**src/design/gdad_pkg.sv**
```systemverilog
// ----------------------------------------------------------------------------
// gdad_pkg: shared types, constants and microcode for the date adder
// Holds the item structs, calendar constants, the month length function and
// the control store that sequences the datapath.
// ----------------------------------------------------------------------------
`default_nettype none

package gdad_pkg;

  // Field widths
  localparam int unsigned YearW   = 14;
  localparam int unsigned MonthW  = 4;
  localparam int unsigned DayW    = 5;
  localparam int unsigned OffsW   = 16;
  localparam int unsigned StatW   = 2;
  // Day count within a year plus the largest offset fits in 17 bits
  localparam int unsigned RemW    = 17;
  localparam int unsigned YLenW   = 9;
  localparam int unsigned PcW     = 4;

  localparam logic [YearW-1:0]  YearMax   = YearW'(9999);
  localparam logic [YearW-1:0]  YearCycle = YearW'(400);
  localparam logic [8:0]        CycleLast = 9'd399;
  localparam logic [MonthW-1:0] MonthLast = MonthW'(12);
  localparam logic [DayW-1:0]   DayLast   = DayW'(31);
  localparam logic [YLenW-1:0]  LeapLen   = YLenW'(366);
  localparam logic [YLenW-1:0]  NormLen   = YLenW'(365);

  // Result status codes
  localparam logic [StatW-1:0] StOk   = 2'd0;
  localparam logic [StatW-1:0] StBad  = 2'd1;
  localparam logic [StatW-1:0] StOvf  = 2'd2;

  typedef struct packed {
    logic [YearW-1:0]  year_in;
    logic [MonthW-1:0] month_in;
    logic [DayW-1:0]   day_in;
    logic [OffsW-1:0]  days_to_add;
  } in_item_t;

  typedef struct packed {
    logic [YearW-1:0]  year_out;
    logic [MonthW-1:0] month_out;
    logic [DayW-1:0]   day_out;
    logic [StatW-1:0]  status;
  } out_item_t;

  // Datapath operations
  typedef enum logic [3:0] {
    OP_NONE,
    OP_LOAD,
    OP_RED400,
    OP_ACC_MONTH,
    OP_ADD_N,
    OP_YEAR_STEP,
    OP_MON_STEP,
    OP_OUT_OK,
    OP_OUT_OVF,
    OP_OUT_BAD
  } op_e;

  // Branch conditions
  typedef enum logic [2:0] {
    C_ALWAYS,
    C_NO_START,
    C_R400_LT,
    C_BAD_DATE,
    C_MI_GE_M,
    C_YEAR_EXIT,
    C_REM_LT_YLEN,
    C_MON_EXIT
  } cond_e;

  // One control word
  typedef struct packed {
    op_e            op;
    cond_e          cond;
    logic [PcW-1:0] target;
    logic           hold;
  } ucode_t;

  // Status flags from the datapath to the sequencer
  typedef struct packed {
    logic start;
    logic r400_lt;
    logic bad_date;
    logic mi_ge_m;
    logic year_exit;
    logic rem_lt_ylen;
    logic mon_exit;
  } flags_t;

  // Step addresses
  localparam logic [PcW-1:0] PcIdle  = 4'd0;
  localparam logic [PcW-1:0] PcRed   = 4'd1;
  localparam logic [PcW-1:0] PcChk   = 4'd2;
  localparam logic [PcW-1:0] PcAcc   = 4'd3;
  localparam logic [PcW-1:0] PcAddN  = 4'd4;
  localparam logic [PcW-1:0] PcYear  = 4'd5;
  localparam logic [PcW-1:0] PcYSplt = 4'd6;
  localparam logic [PcW-1:0] PcOvf   = 4'd7;
  localparam logic [PcW-1:0] PcMon   = 4'd8;
  localparam logic [PcW-1:0] PcOk    = 4'd9;
  localparam logic [PcW-1:0] PcBad   = 4'd10;

  // Days in a month; codes outside 1..12 give zero
  function automatic logic [DayW-1:0] month_len(input logic leap,
                                                input logic [MonthW-1:0] m);
    logic [DayW-1:0] len;
    unique case (m)
      4'd1, 4'd3, 4'd5, 4'd7, 4'd8, 4'd10, 4'd12: len = 5'd31;
      4'd4, 4'd6, 4'd9, 4'd11:                     len = 5'd30;
      4'd2:                                        len = leap ? 5'd29 : 5'd28;
      default:                                     len = 5'd0;
    endcase
    return len;
  endfunction

  // Control store
  function automatic ucode_t ucode(input logic [PcW-1:0] pc);
    ucode_t w;
    unique case (pc)
      PcIdle:  w = '{op: OP_LOAD,      cond: C_NO_START,    target: PcIdle,  hold: 1'b0};
      PcRed:   w = '{op: OP_RED400,    cond: C_R400_LT,     target: PcChk,   hold: 1'b1};
      PcChk:   w = '{op: OP_NONE,      cond: C_BAD_DATE,    target: PcBad,   hold: 1'b0};
      PcAcc:   w = '{op: OP_ACC_MONTH, cond: C_MI_GE_M,     target: PcAddN,  hold: 1'b1};
      PcAddN:  w = '{op: OP_ADD_N,     cond: C_ALWAYS,      target: PcYear,  hold: 1'b0};
      PcYear:  w = '{op: OP_YEAR_STEP, cond: C_YEAR_EXIT,   target: PcYSplt, hold: 1'b1};
      PcYSplt: w = '{op: OP_NONE,      cond: C_REM_LT_YLEN, target: PcMon,   hold: 1'b0};
      PcOvf:   w = '{op: OP_OUT_OVF,   cond: C_ALWAYS,      target: PcIdle,  hold: 1'b0};
      PcMon:   w = '{op: OP_MON_STEP,  cond: C_MON_EXIT,    target: PcOk,    hold: 1'b1};
      PcOk:    w = '{op: OP_OUT_OK,    cond: C_ALWAYS,      target: PcIdle,  hold: 1'b0};
      PcBad:   w = '{op: OP_OUT_BAD,   cond: C_ALWAYS,      target: PcIdle,  hold: 1'b0};
      default: w = '{op: OP_NONE,      cond: C_ALWAYS,      target: PcIdle,  hold: 1'b0};
    endcase
    return w;
  endfunction

endpackage

`default_nettype wire

```
**src/design/gdad_seq.sv**
```systemverilog
// ----------------------------------------------------------------------------
// gdad_seq: microcode sequencer
// Step counter over the control store with conditional jumps and a hold bit
// that lets one step loop on itself until its exit condition holds.
// ----------------------------------------------------------------------------
`default_nettype none

module gdad_seq (
  input  wire logic            clk_i,
  input  wire logic            rst_ni,
  input  wire gdad_pkg::flags_t flags_i,
  output gdad_pkg::ucode_t     uc_o,
  output logic                 busy_o
);

  logic [gdad_pkg::PcW-1:0] pc_q, pc_d;
  gdad_pkg::ucode_t         uc;
  logic                     taken;

  // Fetch the control word for this step
  assign uc     = gdad_pkg::ucode(pc_q);
  assign uc_o   = uc;
  assign busy_o = (pc_q != gdad_pkg::PcIdle);

  // Select the branch condition
  always_comb begin
    unique case (uc.cond)
      gdad_pkg::C_ALWAYS:      taken = 1'b1;
      gdad_pkg::C_NO_START:    taken = !flags_i.start;
      gdad_pkg::C_R400_LT:     taken = flags_i.r400_lt;
      gdad_pkg::C_BAD_DATE:    taken = flags_i.bad_date;
      gdad_pkg::C_MI_GE_M:     taken = flags_i.mi_ge_m;
      gdad_pkg::C_YEAR_EXIT:   taken = flags_i.year_exit;
      gdad_pkg::C_REM_LT_YLEN: taken = flags_i.rem_lt_ylen;
      gdad_pkg::C_MON_EXIT:    taken = flags_i.mon_exit;
      default:                 taken = 1'b1;
    endcase
  end

  // Jump, hold or advance
  always_comb begin
    priority if (taken) begin
      pc_d = uc.target;
    end else if (uc.hold) begin
      pc_d = pc_q;
    end else begin
      pc_d = pc_q + 1'b1;
    end
  end

  always_ff @(posedge clk_i or negedge rst_ni) begin
    if (!rst_ni) begin
      pc_q <= gdad_pkg::PcIdle;
    end else begin
      pc_q <= pc_d;
    end
  end

endmodule

`default_nettype wire

```
**src/design/gregorian_date_add_days.sv**
```systemverilog
// ----------------------------------------------------------------------------
// gregorian_date_add_days: Gregorian date plus a day offset
// Microcoded datapath that walks years and months forward from a start date.
// ----------------------------------------------------------------------------
// Usage:
//   Drive item_i and raise start while busy is low; the item is taken at that
//   clock edge and busy rises on the next cycle. Exactly one result follows:
//   result_o is valid for a single cycle, marked by valid_o, in the cycle in
//   which busy has just fallen. The receiver cannot stall; results must be
//   taken when shown.
//   A run reduces the start year modulo 400, checks the start date, adds the
//   months before the start month and then the offset to the day count,
//   steps off whole years and then the whole months of the final year.
//   An invalid start date is answered once the modulo-400 reduction is done.
//   One item at a time: the next item is taken once busy is low again.
//   Status: 0 ok, 1 invalid start date (fields zero), 2 past year 9999
//   (fields saturated to 9999-12-31).
//   Reset returns the sequencer to idle and clears valid_o.
// ----------------------------------------------------------------------------
`default_nettype none

module gregorian_date_add_days (
  input  wire logic                clk_i,
  input  wire logic                rst_ni,
  input  wire logic                start,
  output logic                     busy,
  input  wire gdad_pkg::in_item_t  item_i,
  output logic                     valid_o,
  output gdad_pkg::out_item_t      result_o
);

  localparam int unsigned YearW  = gdad_pkg::YearW;
  localparam int unsigned MonthW = gdad_pkg::MonthW;
  localparam int unsigned DayW   = gdad_pkg::DayW;
  localparam int unsigned OffsW  = gdad_pkg::OffsW;
  localparam int unsigned RemW   = gdad_pkg::RemW;
  localparam int unsigned YLenW  = gdad_pkg::YLenW;

  gdad_pkg::ucode_t  uc;
  gdad_pkg::flags_t  flags;

  logic [YearW-1:0]  year_q, year_d;
  logic [YearW-1:0]  ymod_q, ymod_d;   // year modulo 400 once reduced
  logic [MonthW-1:0] mon_q, mon_d;     // start month
  logic [DayW-1:0]   day_q, day_d;
  logic [OffsW-1:0]  offs_q, offs_d;
  logic [MonthW-1:0] mi_q, mi_d;       // month walker
  logic [RemW-1:0]   rem_q, rem_d;     // zero-based day count
  logic              valid_q, valid_d;
  gdad_pkg::out_item_t res_q, res_d;

  logic [8:0]        ymod_lo;
  logic              leap;
  logic [YLenW-1:0]  ylen;
  logic [DayW-1:0]   mlen_mi;
  logic [DayW-1:0]   mlen_in;

  gdad_seq u_seq (
    .clk_i   (clk_i),
    .rst_ni  (rst_ni),
    .flags_i (flags),
    .uc_o    (uc),
    .busy_o  (busy)
  );

  // Leap test from the year's place in the 400-year cycle
  assign ymod_lo = ymod_q[8:0];
  assign leap    = (ymod_lo[1:0] == 2'b00) && (ymod_lo != 9'd100) &&
                   (ymod_lo != 9'd200) && (ymod_lo != 9'd300);
  assign ylen    = leap ? gdad_pkg::LeapLen : gdad_pkg::NormLen;
  assign mlen_mi = gdad_pkg::month_len(leap, mi_q);
  assign mlen_in = gdad_pkg::month_len(leap, mon_q);

  // Conditions for the sequencer
  always_comb begin
    flags.start       = start;
    flags.r400_lt     = (ymod_q < gdad_pkg::YearCycle);
    flags.bad_date    = (year_q > gdad_pkg::YearMax) || (mon_q == '0) ||
                        (mon_q > gdad_pkg::MonthLast) || (day_q == '0) ||
                        (day_q > mlen_in);
    flags.mi_ge_m     = (mi_q >= mon_q);
    flags.rem_lt_ylen = (rem_q < RemW'(ylen));
    flags.year_exit   = flags.rem_lt_ylen || (year_q == gdad_pkg::YearMax);
    flags.mon_exit    = (mi_q >= gdad_pkg::MonthLast) || (rem_q < RemW'(mlen_mi));
  end

  // Datapath actions; the load and each holding step are guarded by the inverse of their step's exit
  always_comb begin
    year_d  = year_q;
    ymod_d  = ymod_q;
    mon_d   = mon_q;
    day_d   = day_q;
    offs_d  = offs_q;
    mi_d    = mi_q;
    rem_d   = rem_q;
    res_d   = res_q;
    valid_d = 1'b0;
    unique case (uc.op)
      gdad_pkg::OP_LOAD: begin
        if (start) begin
          year_d = item_i.year_in;
          ymod_d = item_i.year_in;
          mon_d  = item_i.month_in;
          day_d  = item_i.day_in;
          offs_d = item_i.days_to_add;
          mi_d   = MonthW'(1);
          rem_d  = RemW'(item_i.day_in) - RemW'(1);
        end
      end
      gdad_pkg::OP_RED400: begin
        if (!flags.r400_lt) begin
          ymod_d = ymod_q - gdad_pkg::YearCycle;
        end
      end
      gdad_pkg::OP_ACC_MONTH: begin
        if (!flags.mi_ge_m) begin
          rem_d = rem_q + RemW'(mlen_mi);
          mi_d  = mi_q + 1'b1;
        end
      end
      gdad_pkg::OP_ADD_N: begin
        rem_d = rem_q + RemW'(offs_q);
        mi_d  = MonthW'(1);
      end
      gdad_pkg::OP_YEAR_STEP: begin
        if (!flags.year_exit) begin
          rem_d  = rem_q - RemW'(ylen);
          year_d = year_q + 1'b1;
          ymod_d = (ymod_lo == gdad_pkg::CycleLast) ? '0 : ymod_q + 1'b1;
        end
      end
      gdad_pkg::OP_MON_STEP: begin
        if (!flags.mon_exit) begin
          rem_d = rem_q - RemW'(mlen_mi);
          mi_d  = mi_q + 1'b1;
        end
      end
      gdad_pkg::OP_OUT_OK: begin
        res_d.year_out  = year_q;
        res_d.month_out = mi_q;
        res_d.day_out   = rem_q[DayW-1:0] + DayW'(1);
        res_d.status    = gdad_pkg::StOk;
        valid_d         = 1'b1;
      end
      gdad_pkg::OP_OUT_OVF: begin
        res_d.year_out  = gdad_pkg::YearMax;
        res_d.month_out = gdad_pkg::MonthLast;
        res_d.day_out   = gdad_pkg::DayLast;
        res_d.status    = gdad_pkg::StOvf;
        valid_d         = 1'b1;
      end
      gdad_pkg::OP_OUT_BAD: begin
        res_d.year_out  = '0;
        res_d.month_out = '0;
        res_d.day_out   = '0;
        res_d.status    = gdad_pkg::StBad;
        valid_d         = 1'b1;
      end
      default: begin
      end
    endcase
  end

  // Payload registers
  always_ff @(posedge clk_i) begin
    year_q <= year_d;
    ymod_q <= ymod_d;
    mon_q  <= mon_d;
    day_q  <= day_d;
    offs_q <= offs_d;
    mi_q   <= mi_d;
    rem_q  <= rem_d;
    res_q  <= res_d;
  end

  // Result strobe
  always_ff @(posedge clk_i or negedge rst_ni) begin
    if (!rst_ni) begin
      valid_q <= 1'b0;
    end else begin
      valid_q <= valid_d;
    end
  end

  assign valid_o  = valid_q;
  assign result_o = res_q;

`ifndef SYNTHESIS
  // A result only appears once the sequencer is back at idle
  assert property (@(posedge clk_i) disable iff (!rst_ni) valid_o |-> !busy)
    else $error("result strobe while busy");

  // An accepted item always starts a run
  assert property (@(posedge clk_i) disable iff (!rst_ni) (start && !busy) |=> busy)
    else $error("accepted item did not start the sequencer");

  // Only the defined status codes are reported
  assert property (@(posedge clk_i) disable iff (!rst_ni)
    valid_o |-> (result_o.status == gdad_pkg::StOk ||
                 result_o.status == gdad_pkg::StBad ||
                 result_o.status == gdad_pkg::StOvf))
    else $error("undefined status code");

  // The month walker never passes December
  assert property (@(posedge clk_i) disable iff (!rst_ni)
    busy |-> (mi_q <= gdad_pkg::MonthLast))
    else $error("month walker out of range");
`endif

endmodule

`default_nettype wire

```
**config.mk**
```make
export PLATFORM = sky130hd
export DESIGN_NAME = gregorian_date_add_days
export DESIGN_NICKNAME = d
export VERILOG_FILES = /design/src/design/gdad_pkg.sv /design/src/design/gdad_seq.sv /design/src/design/gregorian_date_add_days.sv
export SDC_FILE = /design/constraint.sdc
export NUM_CORES = 1
export LEC_CHECK = 0
export ABC_AREA = 1
export ABC_CLOCK_PERIOD_IN_PS = 3400
export BUFFER_PORTS_ARGS = -buffer_cell sky130_fd_sc_hd__buf_2
export CAP_MARGIN = 20
export CORE_ASPECT_RATIO = 0.5
export CORE_UTILIZATION = 55
export DETAILED_ROUTE_END_ITERATION = 8
export PLACE_DENSITY_LB_ADDON = 0.25
export SLEW_MARGIN = 20
export SYNTH_ARGS = -nofsm -noshare
export SYNTH_HDL_FRONTEND = slang
export SYNTH_SLANG_ARGS = --single-unit
export TNS_END_PERCENT = 100
```
**constraint.sdc**
```tcl
create_clock -name clk_i -period 3.4 [get_ports clk_i]
set_input_delay 0.34 -clock clk_i [delete_from_list [all_inputs] [get_ports clk_i]]
set_output_delay 0.34 -clock clk_i [all_outputs]
set_load 0.1 [all_outputs]
```
# == Word level (Yosys, flattened, before mapping) ==
# Memories as Yosys holds them, arrays and structs flattened.
# Cells that the tools add are included.
# word_totals
register_bits,104
rom_bits,192
in_bits,42
out_inout_bits,27
elab_cells,139
n_memories,1
# memory_table
memory,depth,word_bits,read_ports,rd_ports_with_merged_regs,wr,line,rtl
(no name shown),16,12,1,0,0,gdad_pkg.sv:122,unique case (pc)
# op_classes
addsub,11
n_lt_le_gt_ge,8
n_eq_ne,51
n_mux,25
reduce_logical,30
# ops
op,count
$pmux 17 s5,1
$pmux 25 s3,1
$mux 14,5
$mux 17,4
$eq 4x3->1 const B,12
$eq 4x4->1 const B,12
$pmux 14 s3,1
$pmux 5 s3,2
$add 14x1->14 const B,2
$pmux 14 s2,1
$eq 4x2->1 const B,6
$mux 4,5
$add 17x16->17,1
$add 17x5->17,1
$lt 17x5->1,1
$lt 17x9->1,1
$sub 17x5->17,1
$sub 17x9->17,1
$pmux 4 s4,1
$eq 14x14->1 const B,1
$gt 14x14->1 const B,1
$lt 14x9->1 const B,1
$reduce_or 7->1,2
$sub 14x9->14 const B,1
36 further kinds,60

# == Longest topological paths before layout ==
# Gate-level depths: netlist of the first run.
# logic_depth
word_depth,10
depth_mapped,24
mapped_depth_nobuf,24

# == Cells and area by module ==
# Synthesis of the first run repeated with hierarchy kept, for this count alone.
# unflattened
cells_unflattened,1115
hier_area_um2,8310.5
# by_module_without_submodules
module,n_inst,cells_each,area_each_um2,seq_area_each_um2
gregorian_date_add_days,1,1022,7638.6,2997.9
gdad_seq,1,93,671.9,100.1

# == Worst setup path before layout of the first run ==
# Ideal clock, no wire load.
# synth_timing
path_type,register to register
from,register ymod_q[4]
to,"register rem_q[0], enable pin"
setup_ps,390
arrival_time_ps,3054
t_required_ps,3010
path_slack_ps,-44
stages_incl_launch_ff,18
n_path_buf,0
period_less_slack_ps,3444
path_cell_list,edfxtp_1 > inv_1 > ha_1 > inv_1 > o311ai_0 > o2111ai_1 > nand2_1 > o21bai_1 > ha_1 > inv_1 > nand3_1 > nor2_1 > nor2_1 > nand3_1 > nand2_1 > nand2_1 > nand2_1 > a211oi_2
# synth_between
elab_chain_cells,10
word_cells_on_any_way,16
classes_between,order compare: 2; eq/ne: 5; mux: 3; reduce/logical: 6
# synth_lines
item,line,rtl
start: declaration,gregorian_date_add_days.sv:43,"logic [YearW-1:0] ymod_q, ymod_d;"
start signal: assignment,gregorian_date_add_days.sv:167,ymod_q <= ymod_d;
$ne 9x7->1,gregorian_date_add_days.sv:68,assign leap = (ymod_lo[1:0] == 2'b00) && (ymod_lo != 9'd100) &&
$logic_and 1x1->1 (2 in a row),gregorian_date_add_days.sv:68,
$logic_and 1x1->1 *,gregorian_date_add_days.sv:69,(ymod_lo != 9'd200) && (ymod_lo != 9'd300);
$mux 1,gdad_pkg.sv:113,4'd2: len = leap ? 5'd29 : 5'd28;
$pmux 5 s3,gdad_pkg.sv:110,unique case (m)
$lt 17x5->1,gregorian_date_add_days.sv:84,flags.mon_exit = (mi_q >= gdad_pkg::MonthLast) || (rem_q < RemW'(mlen_mi));
$logic_or 1x1->1,gregorian_date_add_days.sv:84,
$ne 2x2->1 (no source line),-,
$reduce_and 5->1 (no source line) *,-,
end signal: assignment,gregorian_date_add_days.sv:172,rem_q <= rem_d;
end: declaration,gregorian_date_add_days.sv:48,"logic [RemW-1:0] rem_q, rem_d;"
# Mark *: on every way between the ends. The rest lies on a longest branch, timed or not.
# A chain may end at the register's enable or synchronous reset.

# == Final worst setup path of the first run ==
# layout_timing
from,register u_seq.pc_q[0] (netlist name)
to,"register rem_q[16], data pin"
# layout_between
elab_chain_cells,3
word_cells_on_any_way,7
classes_between,eq/ne: 5; mux: 1; memory: 1
# layout_lines
item,line,rtl
start: declaration,gdad_seq.sv:16,"logic [gdad_pkg::PcW-1:0] pc_q, pc_d;"
start signal: assignment,gdad_seq.sv:53,pc_q <= gdad_pkg::PcIdle;
start signal: assignment,gdad_seq.sv:55,pc_q <= pc_d;
$mem_v2 16x12 *,-,
$eq 4x3->1 (tied with other cells),gregorian_date_add_days.sv:98,unique case (uc.op)
$pmux 17 s5 *,gregorian_date_add_days.sv:98,
net rem_d[16],gregorian_date_add_days.sv:48,
# Mark *: on every way through the listed nets, which the timed path passes. The rest lies on a longest branch.

==> results of run 1 <==
==> kinds of logic after synthesis <==
group / after synthesis / share of synthesized area
and+or+nand+nor: 499 / 0.2797
xor gates and xnor gates: 33 / 0.03650
adders and majority gates: 53 / 0.08660
buffers and inverters: 166 / 0.08612
DFF: 104 / 0.3913
AOI/OAI and AO/OA: 155 / 0.1198
==> flip-flops by register name (all words and copies together), names as in the netlist <==
signal,count
u_seq.pc_q,4
valid_o,1
offs_q,16
mi_q,4
day_q,5
rem_q,17
mon_q,4
result_o,25
ymod_q,14
year_q,14
==> cell usage in the layout (no fill, tap or decap), drive strengths merged, types with 7 or more instances in the layout <==
cell type	netlist	layout
ha	50	50
nand4	20	20
inv	149	154
a21oi	44	44
a21o	7	7
o21ai	62	62
nor2	105	105
o221ai	8	8
or2	10	10
nor3	16	16
nand3	100	100
xor2	27	27
edfxtp	99	99
buf	14	162
nand2	243	243
clkbuf	3	11
==> worst paths after layout <==
kind                            slack (ns)  cells past startpoint                   endpoint
worst min-delay path                  0.15                      1       offs_q[13]$_DFFE_PP_
worst min register to register        0.60                      2     result_o[12]$_DFFE_PP_
max in group asynchronous             2.95                      2  u_seq.pc_q[3]$_DFFE_PN0P_
min in group asynchronous             0.31                      2          valid_o$_DFF_PN0_
worst max-delay path                  0.08                     22        rem_q[16]$_DFFE_PP_
worst max register to register        0.08                     22        rem_q[16]$_DFFE_PP_
==> critical path: stages, from the launching register on <==
cell and delay (ns):
dfrtp_2 0.48, ha_4 0.19, ha_4 0.15, inv_2 0.06
o22ai_4 0.09, nor2_4 0.12, nand3_4 0.17, inv_4 0.11
nand2_2 0.05, nand2_2 0.06, ha_4 0.13, inv_2 0.05
fa_2 0.35, inv_2 0.07, nand3_2 0.08, a21oi_2 0.16
nor2_2 0.06, o21ai_2 0.21, nand3_1 0.14, nand2_1 0.09
nand2_1 0.05, nand3_1 0.07, nand4_1 0.11
==> layout make-up <==
cell class / instances / area [sq um] / area share
tap: 192 / 240.2 / 0.02442
timing repair buffer: 165 / 1130 / 0.1148
inverter: 149 / 574.3 / 0.05837
clock inverter: 7 / 68.82 / 0.006995
multi-input combinational: 740 / 4497 / 0.4571
sequential: 104 / 3103 / 0.3154
clock buffer: 9 / 225.2 / 0.02289
==> layer usage <==
layer	wire, microns	share of wire	up-vias	track usage
li1	-	-	3730	-
met1	9621	0.45	3553	0.4078
met2	9427	0.44	338	0.4593
met3	1930	0.090	52	0.05525
met4	403	0.019	0	0.07143
met5	0	0	-	0
==> per-stage QoR <==
stage | instances | hold WS (ns)
finish | 1366 | 0.1454
global route | 1366 | 0.1343
CTS | 1344 | 0.1384
detailed placement | 1317 | 0.1605
global placement | 1317 | 0.1571
floorplan | 1010 | 0.04441
==> repair_timing <==
action / in CTS / in global routing
pin swaps: 7 / 40
buffers inserted: 10 / 20
setup endpoints to repair: 13 / 47
cloned: 0 / 2
hold buffers: 1 / 0
gates resized for setup: 17 / 91
endpoints found under the hold margin: 5 / 0
==> metrics, run 1 <==
Post-DP Area=0.008884 sq mm; fraction of layout instances using a drive strength above 1=0.2632; Total Neg Setup Slack=0 ns; Worst setup SP type=flop; HP Class=in2reg; Final Cell Area=0.009838 sq mm; synth cell count leaders=nand2_1, inv_1, edfxtp_1, nor2_1, nand3_1; total gr overflow=0; CTS Buf Count=9; core area=0.01381 sq mm; Worst Setup SP=u_seq.pc_q[0]$_DFFE_PN0P_; vias per cell=5.617; Synth area leaders=edfxtp_1, nand2_1, ha_1; Total GRT Usage=0.2894; Synthesis Warnings=0; Final Util=0.7122; NumNets Final=1,264; setup ws final=0.07511 ns; largest net degree at the start of global routing=39; clk_lat worst skew=0.36 ns; Max Slew Vio Count=0; critical hold path startpoint=item_i[13]; num ports=69; Cell variety after synth=53; Inserted Diodes=0; count leader, synth=nand2_1; skew final=0.01007 ns; Hold Vio Cnt, Final=0; clock-pin slew on the worst setup and hold paths=0.08 ns; syn nets=1,105; RePlAce Congestion=0.9195; main flop type after synthesis=edfxtp_1; share of the synthesized area in the top cell type=0.3755; Detail Placement HPWL=15,580 microns; CTS tree=done; Critical Path RT=3.50 ns; Residual DRC=0; worst endpoint data arrival time=3.42 ns; worst slew pin tran=0.7516 ns; worst r2r src=u_seq.pc_q[0]$_DFFE_PN0P_; initial antenna violation count=0; worst slack, placed=-0.2162 ns; first-pass GRT wire length=33,400 microns; final setup fails=0; CTS H-tree lvls=3; TritonCTS sink count=104; initial core utilization=0.5732; # Max-Cap Violations=0; crit-path max FO=5; slew margin rel.=0.4936; Buffers on Ports=68; # rows=30; P&R area growth vs syn=24.26%; Gate Count Post-Synth=1,010; root buf cell=clkbuf_16; sequential cell area fraction in the yosys report=0.3913; largest area contributor in the synthesized netlist=edfxtp_1; asr flop ratio synth=0.04808; status=finished clean; Die ar.=0.01491 sq mm; FILL cells=1,116; Max Clock Freq=300.8 MHz; Syn Std Cell Area=0.007918 sq mm; Initial DRT Pass Iterations=7; #FFs+latches synth=104; crit path kind=reg2reg; RSZ-0062 raised after global routing=yes; total wire length=21,380 microns; clock period minus worst slack=3.325 ns; First DRT Iteration DRCs=712; die width=171.7 microns; endpoint kind of the worst setup timing path=flop; number of global-route vias before repair=6,963; Mean Syn Cell Area=7.839 sq um; remaining antenna violation count=0; Via Count=7,673; crit share post-route=0.9779; routed len/inst=15.65 microns; Die Y-Extent=86.84 microns; EDFF count, synth=99; clk buf depth=2
Power of run 1 is left out: the tool's default activity adds up to more than one toggle a clock period on the data nets, which glitch-free logic cannot reach.
==> inputs of run 2 (changes only) <==
--- a/config.mk
+++ b/config.mk
@@ -7,11 +7,12 @@
 export LEC_CHECK = 0
 export ABC_AREA = 1
 export ABC_CLOCK_PERIOD_IN_PS = 3400
-export BUFFER_PORTS_ARGS = -buffer_cell sky130_fd_sc_hd__buf_2
+export BUFFER_PORTS_ARGS = -buffer_cell sky130_fd_sc_hd__clkbuf_2
 export CAP_MARGIN = 20
 export CORE_ASPECT_RATIO = 0.5
 export CORE_UTILIZATION = 55
 export DETAILED_ROUTE_END_ITERATION = 8
+export GPL_ROUTABILITY_DRIVEN = 1
 export PLACE_DENSITY_LB_ADDON = 0.25
 export SLEW_MARGIN = 20
 export SYNTH_ARGS = -nofsm -noshare
==> run 2 against run 1 <==
Against the previous run: register-to-register slack worse by 0.04 ns; fmax is 1.1% lower; cell count is 1.0% lower; sequential share of layout area is 0.33 points higher; via count is 0.87% lower; core utilization is 0.76 points lower; cell area is 1.1% lower; first-iteration DRC count is 12% higher; count of clock-buffer cells in the layout stayed put; clock skew hardly changed; wire length is 1.4% lower; critical endpoint is now rem_q[8]$_DFFE_PP_.
==> metrics, run 2 (synthesized netlist as in run 1, its figures left out) <==
# rows=30 (unchanged); clk_lat worst skew=0.37 ns (was 0.36 ns); status=finished clean (unchanged); Worst path top cell family by delay=simple AND/OR/NAND/NOR gates (unchanged); crit-path max FO=5 (unchanged); P&R area growth vs syn=22.93% (was 24.26%); num ports=69 (unchanged); worst slew pin tran=0.7352 ns (was 0.7516 ns); total gr overflow=0 (unchanged); Buffers on Ports=68 (unchanged); routed wl met3=1826 microns (was 1930 microns); Critical Path RT=3.50 ns (about the same); initial core utilization=0.5732 (unchanged); clk buf depth=2 (unchanged); Max Slew Vio Count=0 (unchanged); Residual DRC=0 (unchanged); RePlAce Congestion=0.9363 (was 0.9195); CTS tree=done (unchanged); number of global-route vias before repair=6,783 (was 6,963); CTS H-tree lvls=3 (unchanged); Die ar.=0.01491 sq mm (unchanged); CP Buf/Inv Count=4 (unchanged); root buf cell=clkbuf_16 (unchanged); crit path kind=reg2reg (unchanged); Via Count=7,606 (was 7,673); Worst setup SP type=flop (unchanged); HP Class=in2reg (unchanged); most common cell after layout, fill and taps aside=nand2_1 (unchanged); final setup fails=0 (unchanged); die width=171.7 microns (unchanged); vias per cell=5.626 (was 5.617); RSZ-0062 raised after global routing=yes (unchanged); Initial DRT Pass Iterations=5 (was 7); skew final=0.009655 ns (was 0.01007 ns); Total GRT Usage=0.2820 (was 0.2894); endpoint kind of the worst setup timing path=flop (unchanged); remaining antenna violation count=0 (unchanged); Die Y-Extent=86.84 microns (unchanged); Inserted Diodes=0 (unchanged); routed len/inst=15.60 microns (was 15.65 microns); Detail Placement HPWL=15,180 microns (was 15,580 microns); # Max-Cap Violations=0 (unchanged); slew margin rel.=0.5047 (was 0.4936); Routed met1 length=9330 microns (was 9621 microns); TritonCTS sink count=104 (unchanged); metal2 WL=9631 microns (was 9427 microns); clock-pin slew on the worst setup and hold paths=0.08 ns (about the same); Hold Vio Cnt, Final=0 (unchanged); First DRT Iteration DRCs=796 (was 712); Worst Hold Margin=0.1463 ns (was 0.1454 ns); Slowest cell on crit path=edfxtp_1 (was dfrtp_2); worst path cell trace=ha_2 -> or2_4 -> nor2_4 -> a21oi_2 -> buf_4 -> o21bai_2 -> nand2_1 -> nand2_2 -> ha_4 -> inv_2 -> fa_2 -> inv_2 -> nand3_2 -> a21oi_2 -> nor2_2 -> o21ai_4 -> buf_4 -> o21ai_0 -> a21o_1 -> nand4_2 (was ha_4 -> ha_4 -> inv_2 -> o22ai_4 -> nor2_4 -> nand3_4 -> inv_4 -> nand2_2 -> nand2_2 -> ha_4 -> inv_2 -> fa_2 -> inv_2 -> nand3_2 -> a21oi_2 -> nor2_2 -> o21ai_2 -> nand3_1 -> nand2_1 -> nand2_1 -> nand3_1 -> nand4_1); total wire length=21,090 microns (was 21,380 microns); FILL cells=1,085 (was 1,116); first-pass GRT wire length=32,600 microns (was 33,400 microns); CTS Buf Count=9 (unchanged); crit share post-route=0.9883 (was 0.9779); worst endpoint data arrival time=3.46 ns (was 3.42 ns); NumNets Final=1,250 (was 1,264); most frequent cells in the layout=nand2_1, inv_1, edfxtp_1, nor2_1, nand3_1 (was nand2_1, inv_1, edfxtp_1, nor2_1); clock period minus worst slack=3.360 ns (was 3.325 ns); Max Clock Freq=297.6 MHz (was 300.8 MHz); fraction of layout instances using a drive strength above 1=0.2578 (was 0.2632); initial antenna violation count=0 (unchanged); Top Metal Used=met4 (unchanged); core area=0.01381 sq mm (unchanged); largest net degree at the start of global routing=39 (unchanged); crit-path max cell delay=0.48 ns (about the same); number of flip-flops in the largest register=25 (unchanged)
[run 2: path summary, 6_finish.rpt]
kind	start	endpoint	slack (ns)	cells past startpoint
setup / recovery	mi_q[0]$_SDFFCE_PN1P_	rem_q[8]$_DFFE_PP_	0.04	20
hold / removal	item_i[5]	offs_q[5]$_DFFE_PP_	0.15	1
setup reg to reg	mi_q[0]$_SDFFCE_PN1P_	rem_q[8]$_DFFE_PP_	0.04	20
hold reg to reg	year_q[1]$_DFFE_PP_	result_o[12]$_DFFE_PP_	0.60	2
max in group asynchronous	rst_ni	u_seq.pc_q[0]$_DFFE_PN0P_	2.93	2
min in group asynchronous	rst_ni	u_seq.pc_q[3]$_DFFE_PN0P_	0.32	2
[run 2: area by class of cell]
| class | instances | area, sq um | share of cell area |
|---|---|---|---|
| Sequential cell | 104 | 3102 | 0.3187 |
| Multi-Input combinational cell | 740 | 4504 | 0.4628 |
| Clock buffer | 9 | 225.2 | 0.02314 |
| Tap cell | 192 | 240.2 | 0.02468 |
| Timing Repair Buffer | 151 | 1018 | 0.1046 |
| Inverter | 149 | 566.8 | 0.05823 |
| Clock inverter | 7 | 76.32 | 0.007842 |
[run 2: timing repair]
action | in CTS | in global routing
setup buffers | 7 | 16
hold buffers | 1 | 0
endpoints found under the setup margin | 11 | 63
endpoints found under the hold margin | 5 | 0
pin swaps | 7 | 36
resized for setup | 13 | 96
cloned | 0 | 1
[run 2: metal layers]
| metal | track usage | vias up |
|---|---|---|
| met5 | 0 | - |
| met4 | 0.07386 | 0 |
| li1 | - | 3705 |
| met3 | 0.04886 | 39 |
| met1 | 0.3934 | 3488 |
| met2 | 0.4553 | 374 |
[run 2: per-stage QoR]
stage / instance area (sq um) / setup WS (ns) / util / std cells / TNS (ns)
after floorplan: 7925 / 0.08533 / - / 1010 / 0
after global placement: 8838 / -0.04414 / 0.6399 / 1311 / -0.1275
after detailed placement: 8838 / -0.1718 / 0.6399 / 1311 / -1.033
after CTS: 9246 / -0.005759 / 0.6694 / 1335 / -0.005759
after global routing: 9733 / -0.1001 / 0.7046 / 1352 / -1.480
final: 9733 / 0.03963 / 0.7046 / 1352 / 0
Power of run 2 is left out for the same reason.
